--- src/cfr_pkg.sv ---
`default_nettype none

package cfr_pkg;

  // configuration register indexes
  localparam int unsigned CFG_IDX_W = 1;
  localparam logic [CFG_IDX_W-1:0] REG_HEADER_CHAR  = 1'd0;
  localparam logic [CFG_IDX_W-1:0] REG_TRAILER_CHAR = 1'd1;

  // configuration reset values
  localparam logic [7:0] HEADER_CHAR_RST  = 8'h41;  // 'A'
  localparam logic [7:0] TRAILER_CHAR_RST = 8'h45;  // 'E'

  // type byte values
  localparam logic [7:0] TYPE_CHAR_B = 8'h42;
  localparam logic [7:0] TYPE_CHAR_C = 8'h43;
  localparam logic [7:0] TYPE_CHAR_D = 8'h44;
  localparam logic [7:0] TYPE_CHAR_E = 8'h45;

  // frame kind codes
  typedef logic [2:0] kind_t;
  localparam kind_t KIND_NONE     = 3'd0;
  localparam kind_t KIND_POSITION = 3'd1;
  localparam kind_t KIND_SPEED    = 3'd2;
  localparam kind_t KIND_TORQUE   = 3'd3;
  localparam kind_t KIND_SETPOINT = 3'd4;

  // payload index and count as reported (modulo 32)
  typedef logic [4:0] count_t;

  // map a type byte to its frame kind, none if not a known type
  function automatic kind_t decode_kind(input logic [7:0] b);
    kind_t k;
    case (b)
      TYPE_CHAR_B: k = KIND_POSITION;
      TYPE_CHAR_C: k = KIND_SPEED;
      TYPE_CHAR_D: k = KIND_TORQUE;
      TYPE_CHAR_E: k = KIND_SETPOINT;
      default:     k = KIND_NONE;
    endcase
    return k;
  endfunction

endpackage

`default_nettype wire

--- src/command_frame_receiver.sv ---
`default_nettype none

// channel   | handshake             | payload
// ----------+-----------------------+---------------------------------------------
// input     | in_valid / in_ready   | rx_byte
// result    | out_valid / out_ready | payload_valid, payload_index, payload_byte,
//           |                       | header_seen, frame_kind, frame_complete,
//           |                       | frame_error, payload_count
// config    | cfg_we                | cfg_index, cfg_data
//
// one byte per cycle: each accepted byte is decoded against the frame position
// in the same cycle and its result lands in the output register on that edge.
// in_ready stays high while the output register is empty or being taken, so a
// stall on the result side holds back only the next byte.
// synchronous reset clears the frame status, the output valid and the two
// configuration registers to 'A' and 'E'.

module command_frame_receiver #(
  parameter int unsigned FRAME_LEN = 24
) (
  input  wire logic                            clk,
  input  wire logic                            rst,
  // configuration
  input  wire logic                            cfg_we,
  input  wire logic [cfr_pkg::CFG_IDX_W-1:0]   cfg_index,
  input  wire logic [7:0]                      cfg_data,
  // received bytes
  input  wire logic                            in_valid,
  output      logic                            in_ready,
  input  wire logic [7:0]                      rx_byte,
  // results
  output      logic                            out_valid,
  input  wire logic                            out_ready,
  output      logic                            payload_valid,
  output      logic [4:0]                      payload_index,
  output      logic [7:0]                      payload_byte,
  output      logic                            header_seen,
  output      logic [2:0]                      frame_kind,
  output      logic                            frame_complete,
  output      logic                            frame_error,
  output      logic [4:0]                      payload_count
);

  import cfr_pkg::*;

  localparam int unsigned POS_W = $clog2(FRAME_LEN);
  localparam logic [POS_W-1:0] POS_HEADER = POS_W'(0);
  localparam logic [POS_W-1:0] POS_TYPE   = POS_W'(1);
  localparam logic [POS_W-1:0] POS_LAST   = POS_W'(FRAME_LEN - 1);

  // configuration registers
  logic [7:0] header_char;
  logic [7:0] trailer_char;

  // frame status
  logic [POS_W-1:0] byte_position, byte_position_next;
  logic             header_flag, header_flag_next;
  kind_t            kind_reg, kind_reg_next;
  count_t           count_reg, count_reg_next;

  // result computed for the byte at the input
  logic   res_pvalid;
  count_t res_pindex;
  logic   res_done;
  logic   res_err;
  logic   res_hs;
  kind_t  res_kind;
  count_t res_count;
  kind_t  type_kind;

  logic in_fire;

  assign in_ready = !out_valid || out_ready;
  assign in_fire  = in_valid && in_ready;
  assign type_kind = decode_kind(rx_byte);

  // configuration writes
  always_ff @(posedge clk) begin
    if (rst) begin
      header_char  <= HEADER_CHAR_RST;
      trailer_char <= TRAILER_CHAR_RST;
    end else if (cfg_we) begin
      case (cfg_index)
        REG_HEADER_CHAR:  header_char  <= cfg_data;
        REG_TRAILER_CHAR: trailer_char <= cfg_data;
        default: ;
      endcase
    end
  end

  // frame position decode and status update
  always_comb begin
    byte_position_next = byte_position;
    header_flag_next   = header_flag;
    kind_reg_next      = kind_reg;
    count_reg_next     = count_reg;
    res_pvalid         = 1'b0;
    res_pindex         = '0;
    res_done           = 1'b0;
    res_err            = 1'b0;

    if (byte_position == POS_HEADER) begin
      header_flag_next = 1'b0;
      kind_reg_next    = KIND_NONE;
      count_reg_next   = '0;
      if (rx_byte == header_char) begin
        header_flag_next   = 1'b1;
        byte_position_next = POS_TYPE;
      end else begin
        res_err = 1'b1;
      end
    end else if (byte_position == POS_TYPE) begin
      if (type_kind != KIND_NONE) begin
        kind_reg_next      = type_kind;
        byte_position_next = byte_position + POS_W'(1);
      end else begin
        byte_position_next = POS_HEADER;
        header_flag_next   = 1'b0;
        kind_reg_next      = KIND_NONE;
        count_reg_next     = '0;
        res_err            = 1'b1;
      end
    end else if (byte_position != POS_LAST) begin
      // payload byte
      res_pvalid         = 1'b1;
      res_pindex         = count_t'(byte_position - POS_W'(2));
      count_reg_next     = count_t'(byte_position - POS_W'(1));
      byte_position_next = byte_position + POS_W'(1);
    end else begin
      if (rx_byte == trailer_char) begin
        res_done = 1'b1;
      end else begin
        header_flag_next = 1'b0;
        kind_reg_next    = KIND_NONE;
        count_reg_next   = '0;
        res_err          = 1'b1;
      end
    end

    // reported status is the one after this byte, before the clear on completion
    res_hs    = header_flag_next;
    res_kind  = kind_reg_next;
    res_count = count_reg_next;

    if (res_done || res_err) begin
      byte_position_next = POS_HEADER;
      header_flag_next   = 1'b0;
      kind_reg_next      = KIND_NONE;
      count_reg_next     = '0;
    end
  end

  // status registers
  always_ff @(posedge clk) begin
    if (rst) begin
      byte_position <= POS_HEADER;
      header_flag   <= 1'b0;
      kind_reg      <= KIND_NONE;
      count_reg     <= '0;
    end else if (in_fire) begin
      byte_position <= byte_position_next;
      header_flag   <= header_flag_next;
      kind_reg      <= kind_reg_next;
      count_reg     <= count_reg_next;
    end
  end

  // output register valid
  always_ff @(posedge clk) begin
    if (rst) begin
      out_valid <= 1'b0;
    end else if (in_ready) begin
      out_valid <= in_valid;
    end
  end

  // output register payload
  always_ff @(posedge clk) begin
    if (in_fire) begin
      payload_valid  <= res_pvalid;
      payload_index  <= res_pindex;
      payload_byte   <= res_pvalid ? rx_byte : 8'd0;
      header_seen    <= res_hs;
      frame_kind     <= res_kind;
      frame_complete <= res_done;
      frame_error    <= res_err;
      payload_count  <= res_count;
    end
  end

endmodule

`default_nettype wire
--- config.mk ---
export PLATFORM = sky130hd
export DESIGN_NAME = command_frame_receiver
export DESIGN_NICKNAME = d
export VERILOG_FILES = /design/src/cfr_pkg.sv /design/src/command_frame_receiver.sv
export SDC_FILE = /design/constraint.sdc
export NUM_CORES = 1
export LEC_CHECK = 0
export ABC_AREA = 1
export CAP_MARGIN = 20
export CORE_MARGIN = 4
export CORE_UTILIZATION = 50
export DETAILED_ROUTE_END_ITERATION = 10
export DONT_BUFFER_PORTS = 1
export GPL_TIMING_DRIVEN = 0
export PLACE_DENSITY = 0.66
export SYNTH_ARGS = -nofsm -noshare
export SYNTH_HDL_FRONTEND = slang
export SYNTH_SLANG_ARGS = --single-unit
--- constraint.sdc ---
create_clock -name clk -period 2.33 [get_ports clk]
set_input_delay 0.466 -clock clk [delete_from_list [all_inputs] [get_ports clk]]
set_output_delay 0.466 -clock clk [all_outputs]
set_load 0.02 [all_outputs]
==> flow_summary.yaml, run 1 <==
outcome:
  status: "completed"
floorplan:
  die_w_um: 85.4
  die_y_um: 85.4
  std_cell_rows: 27
  die_area_um2: 7290
  initial_core_util_pct: 53.0
  ioPinCount: 49
  coreArea_um2: 5640
clocking:
  holdBufCountCts: 0
  h-tree-depth: 2
  cts_buffer_depth: 2
  cts_tree: "done"
  root_buffer: "clkbuf_8"
  cts_inserted_buffers: 5
  worstSkewPairLatency_ns: 0.31
  cts_sinks: 56
  clk_pin_slew_worst_paths_ns: 0.10
detailed_routing:
  vias: 2432
  wl_per_cell_um: 13.7
  dr.first_iter.drc_count: 171
  finalWirelength_mm: 6.44
  drcViolationCount: 0
  firstDrtPassIters: 4
  vias_per_cell: 5.17
  postRouteAntennaNets: 0
grt:
  grt_max_degree: 35
  gr-total-overflow: 0
  grt_pass1_wl_mm: 11.0
  grt.total_usage_pct: 18.4
  antenna_found_initial: 0
  grt_pass1_vias: 2407
critical_path:
  cp_slowest_cell: "dfxtp_1"
  crit_chain: "ha_1 -> nand2_2 -> nor3_4 -> nor2_1 -> nand2_1 -> buf_4 -> nor2_1"
  startpoint_type: "flop"
  max_stage_delay_ns: 0.47
  worst_ep_required_time_ns: 2.40
  end_kind: "flop"
  path_max_fanout: 10
  crit_top_cell: "nor2_1"
  critPathArrivalTime_ns: 2.12
  crit_family: "simple AND/OR/NAND/NOR gates"
  cp_num_buf_inv: 1
  worstSetupPathType: "reg -> reg"
logic_synthesis:
  syn_nets: 418
  netlist_instances: 390
  ys_seq_area_share_pct: 45.8
  ys_warn_count: 0
  syn_area_um2: 2990
  ys_ff_latch: 56
  synth_area_per_cell_um2: 7.67
  ys_types: 30
placement:
  globalplace.congestion: 0.832
  hpwl_mm: 4.80
  io_buffer_count: 0
timing:
  setup_viol: 0
  fmax_mhz: 489
  slew_headroom_pct: 65.4
  finalMaxSlewViolations: 0
  tightest_slew_ns: 0.517
  final.setup_skew_ns: 0.00887
  hold_slack_ns: 0.217
  tns_ns: 0
  fin_crit_ns: 2.05
  finalCritPeriodShare_pct: 87.8
  grt_setup_unrepaired: "false"
  hold_viol_final: 0
finish:
  drive_gt1_share_pct: 10.6
  nNetsFinal: 425
  top_regs: "header_char x8, payload_byte x8, trailer_char x8"
  area_growth_pct: 6.69
  num_antenna_cells: 0
job:
  maxCapViolCount: 0
pwr:
  leakagePower_nw: 1.38
  p_per_area_nw_per_um2: 682
  vdd_ir_drop_max_mv: 0.356
worst_hold_path:
  hp-class: "in -> reg"
==> final timing paths <==
| kind | startpoint | endpoint | slack [ns] | cells past startpoint |
|---|---|---|---|---|
| max | byte_position[0]$_SDFFE_PP0P_ | payload_byte[0]$_SDFFCE_PN0P_ | 0.28 | 7 |
| min | rst | kind_reg[2]$_SDFFE_PP0P_ | 0.22 | 1 |
| max reg2reg | byte_position[0]$_SDFFE_PP0P_ | payload_byte[0]$_SDFFCE_PN0P_ | 0.28 | 7 |
| min reg2reg | kind_reg[2]$_SDFFE_PP0P_ | kind_reg[2]$_SDFFE_PP0P_ | 0.47 | 2 |
==> cell usage in the layout, fill, tap and decap left out, types with 2 or more instances in the layout <==
cell,count
a21oi_1,21
clkbuf_1,4
xnor2_1,11
ha_1,6
xor2_1,6
edfxtp_1,25
clkinv_1,2
nor2_1,73
nor2_2,2
nor2_4,2
o211ai_1,3
o21ai_0,17
buf_4,3
and2_1,4
nand2_1,85
clkbuf_8,5
inv_1,31
o21ai_1,6
nand2_2,5
dfxtp_1,31
nand3_4,2
nand4_1,8
buf_2,5
inv_2,13
nand3_1,20
==> worst register-to-register path, delay by kind of cell (launching register included) <==
family | cells | cell delay (ns)
fa+ha+maj | 1 | 0.25
buf+inv | 1 | 0.21
flops | 1 | 0.47
simple gates | 5 | 0.88
==> what timing repair did <==
action                                  4_1_cts  5_1_grt
endpoints found under the setup margin        0        5
buffers inserted                              0        0
gates resized for setup                       0        2
==> cell usage after synthesis (all sizes together) <==
| library cell | number | share of area, % |
|---|---|---|
| o21ai | 23 | 3.8 |
| nand2 | 91 | 12 |
| ha | 6 | 2.5 |
| clkinv | 2 | 0.25 |
| xnor2 | 11 | 3.2 |
| a21oi | 21 | 3.5 |
| edfxtp | 25 | 25 |
| xor2 | 6 | 1.8 |
| and2 | 4 | 0.84 |
| nor2 | 77 | 10 |
| o211ai | 3 | 0.75 |
| clkbuf | 3 | 0.38 |
| a21boi | 1 | 0.25 |
| nand3b | 1 | 0.25 |
| nor3 | 2 | 0.71 |
| dfxtp | 31 | 21 |
| nand4 | 8 | 1.7 |
| buf | 8 | 1.6 |
| inv | 44 | 5.5 |
| nand3 | 22 | 4.5 |
| or2 | 1 | 0.21 |
==> per-stage QoR <==
step / util [%] / std cells / setup slack, ns / instance area, µm² / power, mW
floorplan: - / 390 / 0.0312 / 2990 / 1.49
global placement: 54.6 / 462 / -0.556 / 3080 / 1.57
detailed placement: 54.7 / 462 / 0.0782 / 3080 / 1.58
CTS: 56.6 / 470 / 0.101 / 3190 / 2.20
global route: 56.6 / 470 / 0.137 / 3190 / 2.30
finish: 56.6 / 470 / 0.285 / 3190 / 2.18
==> area by class of cell <==
type,count,area [µm²]
Inverter,46,173
Tap cell,72,90.1
Buffer,11,62.6
Multi-Input combinational cell,277,1390
Clock inverter,1,30.0
Sequential cell,56,1370
Fill cell,519,2450
Clock buffer,7,76.3
==> cells by family after synthesis <==
kind of cell               count (synthesis)  synth area share (%)
AOI/OAI and AO/OA                         48                  8.36
xor gates and xnor gates                  17                  4.97
adders and majority gates                  6                  2.51
buffers and inverters                     57                  7.73
DFF                                       56                  45.8
and+or+nand+nor                          206                  30.6
==> power breakdown <==
group | switching (mW) | internal [mW]
Clock | 0.303 | 0.322
Combinational | 0.231 | 0.122
Sequential | 0.0888 | 1.11
==> routing by layer <==
metal	track usage (%)	part of all wire [%]
met1	22.1	43
met2	32.3	49
met3	5.05	6.1
met4	5.18	1.6
met5	0	0
(Power assumes the default switching activity.)
==> run 2: changes to the inputs <==
clock period = 2 ns   (was 2.33 ns; I/O delays follow)
==> flow_summary.yaml, run 2 (synthesis results as in run 1) <==
detailed_routing:
  dr.first_iter.drc_count: 160
  vias: 2433
  vias_per_cell: 5.13
  finalWirelength_mm: 6.42
  drcViolationCount: 0
  wl_per_cell_um: 13.5
  firstDrtPassIters: 4
  postRouteAntennaNets: 0
timing:
  fin_crit_ns: 1.86
  hold_slack_ns: 0.144
  final.setup_skew_ns: 0.00970
  finalMaxSlewViolations: 0
  fmax_mhz: 538
  setup_viol: 0
  finalCritPeriodShare_pct: 92.9
  hold_viol_final: 0
  grt_setup_unrepaired: "false"
  slew_headroom_pct: 65.9
  tightest_slew_ns: 0.509
critical_path:
  end_kind: "flop"
  startpoint_type: "flop"
  path_max_fanout: 10
  critPathArrivalTime_ns: 1.93
  worstSetupPathType: "reg -> reg"
  worst_ep_required_time_ns: 2.07
grt:
  grt_max_degree: 35
  grt_pass1_wl_mm: 10.8
  grt.total_usage_pct: 18.5
  antenna_found_initial: 0
  gr-total-overflow: 0
  grt_pass1_vias: 2344
clocking:
  clk_pin_slew_worst_paths_ns: 0.10
  worstSkewPairLatency_ns: 0.31
  h-tree-depth: 2
  cts_tree: "done"
  cts_buffer_depth: 2
  root_buffer: "clkbuf_8"
  cts_sinks: 56
  holdBufCountCts: 0
  cts_inserted_buffers: 5
pwr:
  leakagePower_nw: 1.39
  totalPowerFinal_mw: 2.43
  p_per_area_nw_per_um2: 754
  vdd_ir_drop_max_mv: 0.304
outcome:
  status: "completed"
floorplan:
  ioPinCount: 49
  die_area_um2: 7290
  std_cell_rows: 27
  initial_core_util_pct: 53.0
  die_y_um: 85.4
  die_w_um: 85.4
  coreArea_um2: 5640
job:
  maxCapViolCount: 0
finish:
  final_area_um2: 3220
  top_regs: "header_char x8, payload_byte x8, trailer_char x8"
  fin_util_pct: 57.0
  area_growth_pct: 7.53
  final_cell_mix: "nand2_1 (83), nor2_1 (73), inv_1 (31)"
  drive_gt1_share_pct: 12.4
  nNetsFinal: 429
  layout_commonest_cell: "nand2_1"
  num_antenna_cells: 0
placement:
  dpl-instance-area_um2: 3080
  hpwl_mm: 4.71
  io_buffer_count: 0
  globalplace.congestion: 0.846
worst_hold_path:
  hp-class: "in -> reg"
[run 2: changes by cell type in the layout (fill, tap and decap cells not counted), sizes merged]
cell | previous run | this run
clkbuf | 10 | 8
bufinv | 1 | 0
buf | 8 | 13
clkinv | 2 | 3
clkinvlp | 0 | 1
[run 2: where the power goes]
| group | leakage (nW) | switching (mW) | internal, mW | total, mW |
|---|---|---|---|---|
| Sequential | 0.506 | 0.103 | 1.30 | 1.40 |
| Combinational | 0.842 | 0.274 | 0.150 | 0.423 |
| Clock | 0.0388 | 0.361 | 0.244 | 0.605 |
| Total | 1.39 | 0.738 | 1.69 | 2.43 |
[run 2: path summary, 6_finish.rpt]
check	startpoint	to	slack, ns	cells after the start
setup / recovery	byte_position[1]$_SDFFE_PP0P_	payload_byte[0]$_SDFFCE_PN0P_	0.14	9
hold / removal	rst	kind_reg[2]$_SDFFE_PP0P_	0.14	1
setup reg to reg	byte_position[1]$_SDFFE_PP0P_	payload_byte[0]$_SDFFCE_PN0P_	0.14	9
hold reg to reg	kind_reg[2]$_SDFFE_PP0P_	kind_reg[2]$_SDFFE_PP0P_	0.47	2
[run 2: final cells by class]
type	instances	area, µm²
fillers	536	2420
clock inverters	2	11.3
well taps	72	90.1
plain buffers	11	62.6
clock buffers	6	72.6
multi-input cells	277	1400
flip-flops and latches	56	1370
repair buffers	4	30.0
inverters	46	175
[run 2: what timing repair did]
action                                  4_1_cts  5_1_grt
pin swaps                                     1        1
endpoints found under the setup margin       42       53
setup buffers                                 3        1
cloned                                        0        0
hold endpoints to repair                      0        0
resized for setup                             2        6
[run 2: worst max-delay path: stages (launching register included)]
cell and delay, ns:
dfxtp_1 0.36, inv_1 0.16, ha_1 0.22, nand2_2 0.09, nor2_4 0.16, inv_2 0.06, buf_4 0.18, nand2_2 0.13
buf_4 0.19, nor2_1 0.06
[run 2: through the flow]
step | cells | setup slack (ns) | TNS (ns)
4_1_cts | 473 | 0.0386 | 0
3_5_place_dp | 462 | -0.197 | -4.55
2_1_floorplan | 390 | 0.215 | 0
3_3_place_gp | 462 | -0.153 | -3.56
6_report | 474 | 0.142 | 0
5_1_grt | 474 | 0.00225 | 0
[run 2: metal layers]
layer	wire length [µm]	global-route usage, %
met1	2880	23.8
met2	3100	31.5
met3	362	3.98
met4	78	4.89
met5	0	0
==> run 3: changes to the inputs <==
CELL_PAD_IN_SITES_DETAIL_PLACEMENT = 1   (was unset)
CELL_PAD_IN_SITES_GLOBAL_PLACEMENT = 2   (was unset)
CORE_UTILIZATION = 36   (was 50)
PLACE_DENSITY = 0.79   (was 0.66)
==> flow_summary.yaml, run 3 (synthesis results as in run 1) <==
floorplan:
  std_cell_rows: 32
  die_y_um: 99.2
  initial_core_util_pct: 37.9
  die_area_um2: 9840
  die_w_um: 99.2
  coreArea_um2: 7890
  ioPinCount: 49
critical_path:
  worst_ep_required_time_ns: 2.20
  critPathArrivalTime_ns: 2.02
  path_max_fanout: 34
  startpoint_type: "flop"
  worstSetupPathType: "reg -> reg"
  end_kind: "flop"
timing:
  hold_viol_final: 0
  hold_slack_ns: 0.144
  finalCritPeriodShare_pct: 91.3
  finalMaxSlewViolations: 0
  fin_crit_ns: 1.83
  final.setup_skew_ns: 0.0120
  grt_setup_unrepaired: "false"
  setup_viol: 0
  slew_headroom_pct: 61.7
  fmax_mhz: 548
  fin_ws_ns: 0.174
  tightest_slew_ns: 0.575
outcome:
  status: "completed"
grt:
  gr-total-overflow: 0
  grt_max_degree: 35
  grt_pass1_vias: 2572
  antenna_found_initial: 0
  grt.total_usage_pct: 16.4
  grt_pass1_wl_mm: 12.9
pwr:
  vdd_ir_drop_max_mv: 0.267
  leakagePower_nw: 1.41
  p_per_area_nw_per_um2: 783
  totalPowerFinal_mw: 2.58
placement:
  globalplace.congestion: 0.801
  pre_cts_ws_ns: -0.273
  io_buffer_count: 0
  hpwl_mm: 5.96
clocking:
  holdBufCountCts: 0
  clk_pin_slew_worst_paths_ns: 0.09
  root_buffer: "clkbuf_8"
  cts_sinks: 56
  cts_tree: "done"
  worstSkewPairLatency_ns: 0.32
  cts_buffer_depth: 2
  cts_inserted_buffers: 5
  h-tree-depth: 2
detailed_routing:
  finalWirelength_mm: 7.66
  vias: 2461
  drcViolationCount: 0
  wl_per_cell_um: 15.2
  vias_per_cell: 4.88
  postRouteAntennaNets: 0
  firstDrtPassIters: 4
  dr.first_iter.drc_count: 55
job:
  maxCapViolCount: 0
finish:
  fillCellCount: 992
  multi_input_area_um2: 1400
  register_area_um2: 1370
  top_regs: "header_char x8, payload_byte x8, trailer_char x8"
  area_growth_pct: 9.99
  num_antenna_cells: 0
  nNetsFinal: 429
  final_cell_mix: "nand2_1 (84), nor2_1 (73), inv_1 (30)"
  drive_gt1_share_pct: 12.4
  layout_commonest_cell: "nand2_1"
worst_hold_path:
  hp-class: "in -> reg"
## run 3: layer usage
metal / GRT usage, % / part of all wire, % / vias to the layer above
met3: 2.38 / 2.4 / 7
met5: 0 / 0 / -
met2: 29.2 / 49 / 30
met1: 20.5 / 47 / 1159
met4: 5.04 / 1.1 / 0
li1: - / - / 1265
## run 3: area by class of cell
cell class                      instances  share of cell area, %
Buffer                                 11                   2.09
Clock buffer                            7                   2.32
Clock inverter                          1                  0.912
Inverter                               46                   5.32
Multi-Input combinational cell        277                   42.5
Sequential cell                        56                   41.7
Tap cell                              102                   3.88
Timing Repair Buffer                    4                   1.29
## run 3: metrics by stage
step / setup TNS (ns) / utilization [%] / cells / instance area (µm²)
after floorplan: 0 / - / 390 / 2990
after global placement: -7.03 / 39.6 / 492 / 3120
after detailed placement: -6.72 / 39.6 / 492 / 3120
after CTS: 0 / 41.6 / 504 / 3280
after global routing: 0 / 41.7 / 504 / 3290
final: 0 / 41.7 / 504 / 3290
## run 3: critical path, cell delays in order (launching register included)
cell and delay, ns:
dfxtp_1 0.46, nand2_1 0.23, nand2_1 0.35, inv_1 0.15
clkbuf_8 0.27, o21ai_0 0.19, a21oi_1 0.06
## run 3: path summary, 6_finish.rpt
kind,start,end,slack (ns),cells past startpoint
worst min-delay path,rst,out_valid$_SDFFE_PP0N_,0.14,1
worst max register to register,out_valid$_SDFFE_PP0N_,byte_position[2]$_SDFFE_PP0P_,0.17,6
worst max-delay path,out_valid$_SDFFE_PP0N_,byte_position[2]$_SDFFE_PP0P_,0.17,6
worst min register to register,kind_reg[2]$_SDFFE_PP0P_,kind_reg[2]$_SDFFE_PP0P_,0.47,2
## run 3: repair_timing
action | in CTS | in global routing
buffers inserted | 4 | 0
pin swaps | 2 | 0
hold endpoints to repair | 0 | 0
setup endpoints to repair | 50 | 28
resized for setup | 2 | 6
## run 3: power by group
group | internal [mW] | switching (mW)
clock network | 0.376 | 0.365
registers | 1.30 | 0.106
logic | 0.150 | 0.282
